==> config.mk <==
export PLATFORM = sky130hd
export DESIGN_NAME = utbs_ctrl
export DESIGN_NICKNAME = d
export VERILOG_FILES = /design/src/rtl/utbs_pkg.sv /design/src/rtl/utbs_ctrl.sv
export SDC_FILE = /design/constraint.sdc
export NUM_CORES = 1
export LEC_CHECK = 0
export ABC_CLOCK_PERIOD_IN_PS = 5450
export BUFFER_PORTS_ARGS = -buffer_cell sky130_fd_sc_hd__buf_2
export CAP_MARGIN = 40
export CORE_MARGIN = 3
export CORE_UTILIZATION = 40
export DETAILED_ROUTE_END_ITERATION = 6
export PLACE_DENSITY_LB_ADDON = 0.2
export RECOVER_POWER = 25
export SYNTH_ARGS = -nofsm -noshare
export SYNTH_HDL_FRONTEND = slang
export SYNTH_SLANG_ARGS = --single-unit
==> constraint.sdc <==
create_clock -name clk -period 5.45 [get_ports clk]
set_input_delay 0.2725 -clock clk [delete_from_list [all_inputs] [get_ports clk]]
set_output_delay 0.2725 -clock clk [all_outputs]
set_load 0.05 [all_outputs]
==> src/rtl/utbs_pkg.sv <==
// package for the upper-triangular back-substitution core
// types, codes and sizing constants; no dependencies
`default_nettype none
package utbs_pkg;
  localparam int MAX_UNKNOWNS_DEF = 16;
  localparam int VALUE_BITS_DEF   = 32;
  localparam int FRAC_BITS        = 16;
  localparam int IDX_BITS         = 4;
  localparam int SIZE_BITS        = 5;
  localparam int ACC_BITS         = 192;
  localparam logic [SIZE_BITS-1:0] SIZE_RESET = 5'd16;

  typedef enum logic [1:0] {
    KIND_COEF  = 2'd0,
    KIND_RHS   = 2'd1,
    KIND_SOLVE = 2'd2,
    KIND_NONE  = 2'd3
  } kind_t;

  typedef enum logic [3:0] {
    ST_IDLE, ST_ROW_RD, ST_ROW_WT, ST_ROW_INIT, ST_MAC_RD, ST_MAC_WT, ST_MAC_MUL,
    ST_MAC_ADD, ST_DIV, ST_DIV_FIN, ST_EMIT
  } state_t;

  // commands from controller to datapath
  typedef struct packed {
    logic rd_row;     // read rhs and diagonal of row
    logic init_acc;   // acc = b << frac
    logic rd_mac;     // read coef and x at column
    logic do_mul;     // register the product
    logic do_add;     // accumulate product
    logic div_start;  // start divider
    logic div_step;   // one quotient bit
    logic div_fin;    // form result and write back
    logic [IDX_BITS-1:0] row;
    logic [IDX_BITS-1:0] col;
  } cmd_t;

  typedef struct packed {
    logic div_done;
  } stat_t;
endpackage
`default_nettype wire

==> src/rtl/utbs_ctrl.sv <==
// controller state machine for the back-substitution core
// depends on utbs_pkg
`default_nettype none
module utbs_ctrl
  import utbs_pkg::*;
#(
  parameter int MAX_UNKNOWNS = MAX_UNKNOWNS_DEF,
  parameter int VALUE_BITS   = VALUE_BITS_DEF
) (
  input  wire logic                clk,
  input  wire logic                rst,
  input  wire logic                start,
  input  wire logic [SIZE_BITS-1:0] size_in_use,
  output logic                     busy,
  input  wire stat_t               stat,
  output cmd_t                     cmd,
  output logic                     res_valid,
  output logic                     res_last,
  input  wire logic                res_ready
);
  localparam int DIV_STEPS = ACC_BITS;
  localparam int DC_BITS   = $clog2(DIV_STEPS + 1);

  state_t state, state_next;
  logic [IDX_BITS-1:0] row, row_next, col, col_next, last_row, last_row_next;
  logic [DC_BITS-1:0]  dcnt, dcnt_next;
  logic [SIZE_BITS-1:0] n_eff;

  // clamp the size
  always_comb begin
    n_eff = size_in_use;
    if (size_in_use == '0) n_eff = SIZE_BITS'(1);
    if (32'(size_in_use) > MAX_UNKNOWNS) n_eff = SIZE_BITS'(MAX_UNKNOWNS);
  end

  always_ff @(posedge clk) begin
    if (rst) begin
      state <= ST_IDLE;
      row <= '0;
      col <= '0;
      last_row <= '0;
      dcnt <= '0;
    end else begin
      state <= state_next;
      row <= row_next;
      col <= col_next;
      last_row <= last_row_next;
      dcnt <= dcnt_next;
    end
  end

  // next state and commands
  always_comb begin
    state_next = state;
    row_next = row;
    col_next = col;
    last_row_next = last_row;
    dcnt_next = dcnt;
    cmd = '0;
    cmd.row = row;
    cmd.col = col;
    res_valid = 1'b0;
    res_last = (row == '0);
    busy = (state != ST_IDLE);
    case (state)
      ST_IDLE: begin
        if (start) begin
          row_next = IDX_BITS'(n_eff - 1'b1);
          last_row_next = IDX_BITS'(n_eff - 1'b1);
          state_next = ST_ROW_RD;
        end
      end
      ST_ROW_RD: begin
        cmd.rd_row = 1'b1;
        state_next = ST_ROW_WT;
      end
      // keep the diagonal address so the read data holds
      ST_ROW_WT: begin
        cmd.rd_row = 1'b1;
        state_next = ST_ROW_INIT;
      end
      ST_ROW_INIT: begin
        cmd.init_acc = 1'b1;
        col_next = row + 1'b1;
        state_next = (row == last_row) ? ST_DIV : ST_MAC_RD;
      end
      ST_MAC_RD: begin
        cmd.rd_mac = 1'b1;
        state_next = ST_MAC_WT;
      end
      ST_MAC_WT: state_next = ST_MAC_MUL;
      ST_MAC_MUL: begin
        cmd.do_mul = 1'b1;
        state_next = ST_MAC_ADD;
      end
      ST_MAC_ADD: begin
        cmd.do_add = 1'b1;
        col_next = col + 1'b1;
        state_next = (col == last_row) ? ST_DIV : ST_MAC_RD;
      end
      ST_DIV: begin
        if (dcnt == '0) begin
          cmd.div_start = 1'b1;
          dcnt_next = DC_BITS'(DIV_STEPS);
        end else begin
          cmd.div_step = 1'b1;
          dcnt_next = dcnt - 1'b1;
          if (stat.div_done) state_next = ST_DIV_FIN;
        end
      end
      ST_DIV_FIN: begin
        cmd.div_fin = 1'b1;
        state_next = ST_EMIT;
      end
      ST_EMIT: begin
        res_valid = 1'b1;
        if (res_ready) begin
          if (row == '0) state_next = ST_IDLE;
          else begin
            row_next = row - 1'b1;
            state_next = ST_ROW_RD;
          end
        end
      end
      default: state_next = ST_IDLE;
    endcase
  end
endmodule
`default_nettype wire

Yosys cells after proc, flatten, opt, wreduce, memory -nomap -nowiden
Cells that the tools add are included.
Widths: inputs -> output; s select.
{"block": "word_totals", "input_bits": 10, "register_bits": 24, "output_inout_bits": 19}
{"block": "op_classes", "n_reduce_logical": 11, "eq_ne": 17, "n_addsub": 5, "mux": 26, "magnitude_cmp": 1}
{"op": "$mux 4", "count": 11}
{"op": "$pmux 4 s11", "count": 1}
{"op": "$eq 4x3->1 const B", "count": 4}
{"op": "$pmux 4 s2", "count": 2}
{"op": "$eq 4x4->1 const B", "count": 3}
{"op": "$mux 1", "count": 10}
{"op": "$ne 2x2->1 const B", "count": 5}
{"op": "$add 4x1->4 const B", "count": 2}
{"op": "$eq 4x2->1 const B", "count": 2}
{"op": "$eq 4x4->1", "count": 2}
{"op": "$logic_not 4->1", "count": 2}
{"op": "$logic_not 8->1", "count": 1}
{"op": "$mux 8", "count": 1}
{"op": "$reduce_and 4->1", "count": 2}
{"op": "$sub 4x1->4 const B", "count": 2}
{"op": "$sub 8x1->8 const B", "count": 1}
{"op": "$gt 5x5->1 const B", "count": 1}
{"op": "$logic_not 5->1", "count": 1}
{"op": "$eq 4x1->1 const B", "count": 1}
{"op": "$reduce_bool 2->1", "count": 2}
{"op": "$reduce_bool 4->1", "count": 1}
{"op": "$mux 2", "count": 1}
{"op": "$reduce_and 2->1", "count": 1}
{"op": "$reduce_or 2->1", "count": 1}

Logic depth before layout (Yosys ltp)
Gate-level depths: netlist of run 1.
{"block": "depth", "ltp_word": 6, "ltp_mapped": 10, "depth_no_buf": 9}

Least setup slack after synthesis of run 1
No wires, ideal clock.
{"block": "synth_path", "path_type": "register to register", "startpoint": "reg row[0]", "endpoint": "reg row[1]", "slack_ns": 2.603, "t_arrival_ns": 2.720, "stages_incl_launch_ff": 8, "period_less_slack_ns": 2.847, "required_ns": 5.322, "cell_sequence": "dfxtp_1 > inv_1 > ha_1 > nor3b_1 > nor2_2 > o21ai_2 > mux2i_1 > nor2_1"}
{"element": "start: declaration", "line_no": "utbs_ctrl.sv:25", "source": "logic [IDX_BITS-1:0] row, row_next, col, col_next, last_row, last_row_next;"}
{"element": "start signal: assignment", "line_no": "utbs_ctrl.sv:45", "source": "row <= row_next;"}
{"element": "$logic_not 4->1"}
{"element": "net res_last", "line_no": "utbs_ctrl.sv:18", "source": "output logic res_last,"}
{"element": "$ne 2x2->1 (no source line)"}
{"element": "$reduce_and 4->1 (no source line)"}
The timed path passes the listed nets, and every way through them passes these cells. The select of a mux whose other input is x is not followed.
A chain may end at the register's enable or synchronous reset.

Worst setup path in the final report of run 1
{"block": "layout_path", "startpoint": "reg state[1]", "endpoint": "reg col[2]"}
{"block": "layout_between", "elab_chain_cells": 2}
{"element": "start: declaration", "line_no": "utbs_ctrl.sv:24", "source": "state_t state, state_next;"}
{"element": "start signal: assignment", "line_no": "utbs_ctrl.sv:44", "source": "state <= state_next;"}
{"element": "$eq 4x3->1 or $eq 4x2->1 (tied branches)", "line_no": "utbs_ctrl.sv:65", "source": "case (state)"}
{"element": "$pmux 4 s2 or $reduce_bool 2->1 (tied branches)"}
{"element": "end signal: assignment", "line_no": "utbs_ctrl.sv:46", "source": "col <= col_next;"}
{"element": "end: declaration", "line_no": "utbs_ctrl.sv:25"}
Several ways; a longest one is shown, not always the timed one.

==> impl_metrics.env, run 1 <==
export IMPL_status="finished, final reports clean"
export IMPL_start_util_pct=44.03
export IMPL_areaGrowthSynthToFinish_pct=12.35
export IMPL_drive_above_1_share_pct=17.62
export IMPL_postCtsResizedCells=0
export IMPL_synthFlopType="dfxtp_1"
export IMPL_final_antenna_net_count=0
export IMPL_period_share_pct=41.94
export IMPL_ys_types=55
export IMPL_p_leak_nw=0.6724
export IMPL_crit_path_end_kind="register"
export IMPL_finalSetupTns_ns=0
export IMPL_die_area_mm2=0.004659
export IMPL_place_area_mm2=0.001680
export IMPL_powerDensity_mw_per_mm2=337.3
export IMPL_grt_overflow=0
export IMPL_startpoint_type="register"
export IMPL_gp_congestion=0.8244
export IMPL_synth_adder_area_share_pct=4.036
export IMPL_synthXorXnorAreaFrac_pct=7.910
export IMPL_via_per_inst=5.484
export IMPL_cts_sinks=24
export IMPL_via_count=1404
export IMPL_yosys_area_share_simple_pct=29.54
export IMPL_num_nets_final=226
export IMPL_root_buffer="clkbuf_8"
export IMPL_synth_top_family_by_area="simple AND/OR/NAND/NOR gates"
export IMPL_die_h_um=68.26
export IMPL_die_w_um=68.26
export IMPL_diodes=0
export IMPL_final_common_cell="dfxtp_1"
export IMPL_min_from="res_ready"
export IMPL_fmax_mhz=437.5
export IMPL_hold_path_class="in2reg"
export IMPL_post_route_min_period_ns=2.286
export IMPL_track_usage_pct=16.52
export IMPL_ys_seq_elements=24
export IMPL_hold_viol=0
export IMPL_drv_slew=0
export IMPL_clkTransAtPathRegs_ns=0.09
export IMPL_dp_hpwl_mm=2.617
export IMPL_required_ns=5.65
export IMPL_htree_levels=1
export IMPL_slew_headroom_pct=51.55
export IMPL_layout_common_cells="dfxtp_1, buf_2, nor2_1"
export IMPL_grt_pass1_wl_mm=5.899
export IMPL_cts_made_buffers=3
export IMPL_startpoint="state[1]"
export IMPL_maxCapViolations=0
export IMPL_synth_fp_nets=203
export IMPL_crit_arrival_ns=2.48
export IMPL_syn_area_mm2=0.001550
export IMPL_yosysSeqAreaShare_pct=30.99
export IMPL_syn_inst=188
export IMPL_synth_mux_area_share_pct=1.937
export IMPL_yosysWarnings=0
export IMPL_grt_start_max_net_pins=21
export IMPL_antenna_found_initial=0
export IMPL_wl_mm=3.452
export IMPL_first_global_vias=1253
export IMPL_routedWlPerCell_um=13.48
export IMPL_num_rows=21
export IMPL_vdd_ir_drop_worst_mv=0.1462
export IMPL_fin_skew_ns=0.002664
export IMPL_clkLatencyLatePin_ns=0.26
export IMPL_path_class="reg2reg"
export IMPL_ios=29
export IMPL_cts_setup_buffers=0
export IMPL_cts_tree="done"
export IMPL_drt_iter0_drc=66
export IMPL_worst_slew_pin_slew_ns=0.7258
export IMPL_rsz0062_at_grt="no"
export IMPL_drc_errors=0
export IMPL_hold_buffers=0
export IMPL_synth_compound_area_share_pct=19.05
export IMPL_async_flop_share_pct=0
export IMPL_timing_rr_start="state[1]"
export IMPL_totalPowerFinal_mw=0.5875
export IMPL_cp_max_fo=15
export IMPL_synth_edf_count=0
export IMPL_design_area_mm2=0.001742
export IMPL_core_area_mm2=0.003521
export IMPL_syn_area_per_cell_um2=8.246
export IMPL_io_buffer_count=28
export IMPL_finalSetupViolCount=0
export IMPL_dr_pass1_iters=4
export IMPL_clk_path_buf_depth=2
[critical path: stages, from the launching register on]
cell     delay, ns
dfxtp_1       0.67
and3b_1       0.34
nand2_1       0.09
inv_1         0.15
o21ai_0       0.11
ha_1          0.24
or4_1         0.46
a31oi_1       0.16
[path summary, 6_finish.rpt]
check / slack [ns] / depth (start not counted) / end
worst max register to register: 3.16 / 7 / col[2]
worst max-delay path: 3.16 / 7 / col[2]
worst min-delay path: 0.31 / 3 / state[1]
worst min register to register: 0.46 / 2 / dcnt[0]
[metal layers]
metal / track usage [%] / up-vias / part of all wire (%)
met2: 24.91 / 33 / 44
met1: 23.86 / 657 / 51
li1: - / 710 / -
met4: 5.459 / 0 / 1.0
met5: 0 / - / 0
met3: 2.463 / 4 / 4.4
[registers in the layout, indices dropped and copies added, names as in the netlist]
name	flops
dcnt	8
col	4
state	4
last_row	4
row	4
[power breakdown]
group | total [mW] | switching (mW) | internal [mW] | leakage (nW)
Combinational | 0.203 | 0.135 | 0.0679 | 0.441
Sequential | 0.229 | 0.0364 | 0.192 | 0.196
Clock | 0.155 | 0.0572 | 0.0981 | 0.0357
Total | 0.588 | 0.229 | 0.359 | 0.672
[kinds of logic (layout without fill, tap and decap cells)]
family,count (synthesis),in the layout
AO/OA/AOI/OAI,46,46
XOR/XNOR,14,14
adder cells (fa/ha/maj),5,5
buffers and inverters,19,41
flip-flops,24,24
multiplexers,3,3
AND/OR/NAND/NOR,77,77
[Yosys cell counts (all sizes together), types with 2 or more instances]
master,count,share of area (%)
a211oi,5,2.4
a21o,2,0.97
a21oi,12,3.9
a31oi,3,1.2
and2,2,0.81
and3b,2,1.2
buf,7,3.6
clkbuf,3,0.73
dfxtp,24,31
ha,5,4.0
inv,9,2.2
mux2i,3,1.9
nand2,15,4.0
nand2b,5,2.0
nand3,4,1.6
nand4,2,0.81
nor2,18,4.5
nor2b,2,0.81
nor3,7,2.3
nor3b,3,1.5
nor4,4,2.8
o211ai,2,0.97
o21ai,10,3.5
o21bai,2,0.97
o22ai,2,0.81
or2,2,0.81
or3,4,1.6
xnor2,10,5.6
xor2,4,2.3
[area by class of cell]
type / count / area (um^2)
clock buffer: 3 / 41.29
inverter: 9 / 33.78
multi-input combinational: 145 / 968.4
clock inverter: 1 / 30.03
sequential: 24 / 480.5
timing repair buffer: 28 / 130.1
tap: 46 / 57.56
fill: 356 / 1779
[per-stage QoR]
step | instances | utilization [%] | worst slack (ns) | hold slack [ns]
2_1_floorplan | 188 | - | 2.603 | 0.4306
3_3_place_gp | 252 | 47.73 | 3.283 | 0.4420
3_5_place_dp | 252 | 47.73 | 3.185 | 0.4534
4_1_cts | 256 | 49.75 | 3.171 | 0.3043
5_1_grt | 256 | 49.47 | 2.959 | 0.3133
6_report | 256 | 49.47 | 3.164 | 0.3083
No activity file was read; power rests on OpenSTA's default activity.
==> run 2, diff against run 1 <==
Settings changed: ABC_CLOCK_PERIOD_IN_PS 5450 to 2100.
Clock period 5.45 ns to 2.1 ns, I/O delays scaled along.
==> run 2 against run 1 <==
Net effect:
- flip-flop and latch count did not move
- wire length grew 5.8%
- first-iteration DRC count is 33% higher
- combinational power grew to 2.9 times the previous value
- total power rose to 2.7 times the previous value
- die area stayed put
- non-clock buffer count is 8 higher
- global-route usage increased by 0.41 points
- sequential power grew to 2.5 times the previous value
- critical path type unchanged
- highest routed layer unchanged
==> impl_metrics.env, run 2 (synthesized netlist as in run 1, its figures left out) <==
export IMPL_status="finished, final reports clean"
export IMPL_track_usage_pct=16.93
export IMPL_die_area_mm2=0.004659
export IMPL_grt_pass1_wl_mm=6.120
export IMPL_root_buffer="clkbuf_8"
export IMPL_clkTransAtPathRegs_ns=0.09
export IMPL_via_per_inst=5.527
export IMPL_required_ns=2.30
export IMPL_gp_congestion=0.8974
export IMPL_drive_above_1_share_pct=24.31
export IMPL_cp_max_fo=7
export IMPL_final_cells=264
export IMPL_cts_sinks=24
export IMPL_dr_pass1_iters=4
export IMPL_post_route_min_period_ns=1.860
export IMPL_grt_overflow=0
export IMPL_postCtsResizedCells=0
export IMPL_dpl_worst_slack_ns=0.2476
export IMPL_path_class="reg2reg"
export IMPL_slew_headroom_pct=60.41
export IMPL_htree_levels=1
export IMPL_hold_path_class="in2reg"
export IMPL_dp_hpwl_mm=2.780
export IMPL_dp_cells=260
export IMPL_vdd_ir_drop_worst_mv=0.4777
export IMPL_ios=29
export IMPL_cts_setup_buffers=0
export IMPL_crit_arrival_ns=2.06
export IMPL_drt_iter0_drc=88
export IMPL_final_common_cell="dfxtp_1"
export IMPL_routedWlPerCell_um=13.83
export IMPL_fin_skew_ns=0.005582
export IMPL_hold_buffers=0
export IMPL_drc_errors=0
export IMPL_fmax_mhz=537.6
export IMPL_hold_viol=0
export IMPL_clkLatencyLatePin_ns=0.27
export IMPL_finalSetupViolCount=0
export IMPL_largest_register="dcnt"
export IMPL_p_leak_nw=0.7057
export IMPL_startpoint_type="register"
export IMPL_maxCapViolations=0
export IMPL_num_rows=21
export IMPL_clk_path_buf_depth=2
export IMPL_io_buffer_count=28
export IMPL_num_nets_final=234
export IMPL_place_area_mm2=0.001770
export IMPL_worst_slew_pin_slew_ns=0.5965
export IMPL_cts_made_buffers=3
export IMPL_first_global_vias=1356
export IMPL_design_area_mm2=0.001832
export IMPL_totalPowerFinal_mw=1.575
export IMPL_core_area_mm2=0.003521
export IMPL_areaGrowthSynthToFinish_pct=18.16
export IMPL_antenna_found_initial=0
export IMPL_period_share_pct=88.58
export IMPL_start_util_pct=44.03
export IMPL_final_antenna_net_count=0
export IMPL_cts_tree="done"
export IMPL_rsz0062_at_grt="no"
export IMPL_worst_hold_slack_ns=0.1419
export IMPL_drv_slew=0
export IMPL_fin_util_pct=52.03
export IMPL_wl_mm=3.652
export IMPL_setup_ws_ns=0.2398
export IMPL_powerDensity_mw_per_mm2=859.9
export IMPL_largest_reg_flops=8
export IMPL_finalSetupTns_ns=0
export IMPL_die_w_um=68.26
export IMPL_diodes=0
export IMPL_die_h_um=68.26
export IMPL_via_count=1459
export IMPL_layout_common_cells="dfxtp_1, buf_2, nor2_1"
export IMPL_crit_path_end_kind="register"
export IMPL_grt_start_max_net_pins=21
-- run 2: cell count changes in the layout (fill, tap and decap cells not counted), sizes merged --
cell	delta
buf	+8
clkinvlp	+1
inv	-1
-- run 2: final timing paths --
| kind | cells past startpoint | startpoint | endpoint | slack, ns |
|---|---|---|---|---|
| max reg2reg | 8 | state[1] | col[2] | 0.24 |
| min | 3 | res_ready | state[1] | 0.14 |
| min reg2reg | 2 | dcnt[0] | dcnt[0] | 0.46 |
| max | 8 | state[1] | col[2] | 0.24 |
-- run 2: area by class of cell --
class	count	area, um^2
Clock buffer	3	41.29
Clock inverter	1	30.03
Fill cell	358	1689
Inverter	9	37.54
Multi-Input combinational cell	145	992.2
Sequential cell	24	483.0
Tap cell	46	57.56
Timing Repair Buffer	36	190.2
-- run 2: metal layers --
layer / wire (um) / share of wire (%) / global-route usage, %
met1: 1796 / 49 / 22.96
met2: 1632 / 45 / 27.80
met3: 189 / 5.2 / 2.627
met4: 34 / 0.93 / 4.467
met5: 0 / 0 / 0
-- run 2: worst max-delay path: stages, from the launching register on --
cell and delay (ns):
dfxtp_2 0.37, and3b_2 0.26, nand2_2 0.12, clkinvlp_4 0.12, nand2_1 0.06, o21ai_1 0.07
ha_2 0.20, or4_1 0.46, a31oi_1 0.14
-- run 2: power breakdown --
| part | switching, mW | internal, mW |
|---|---|---|
| Sequential | 0.0721 | 0.501 |
| Combinational | 0.387 | 0.206 |
| Clock | 0.155 | 0.255 |
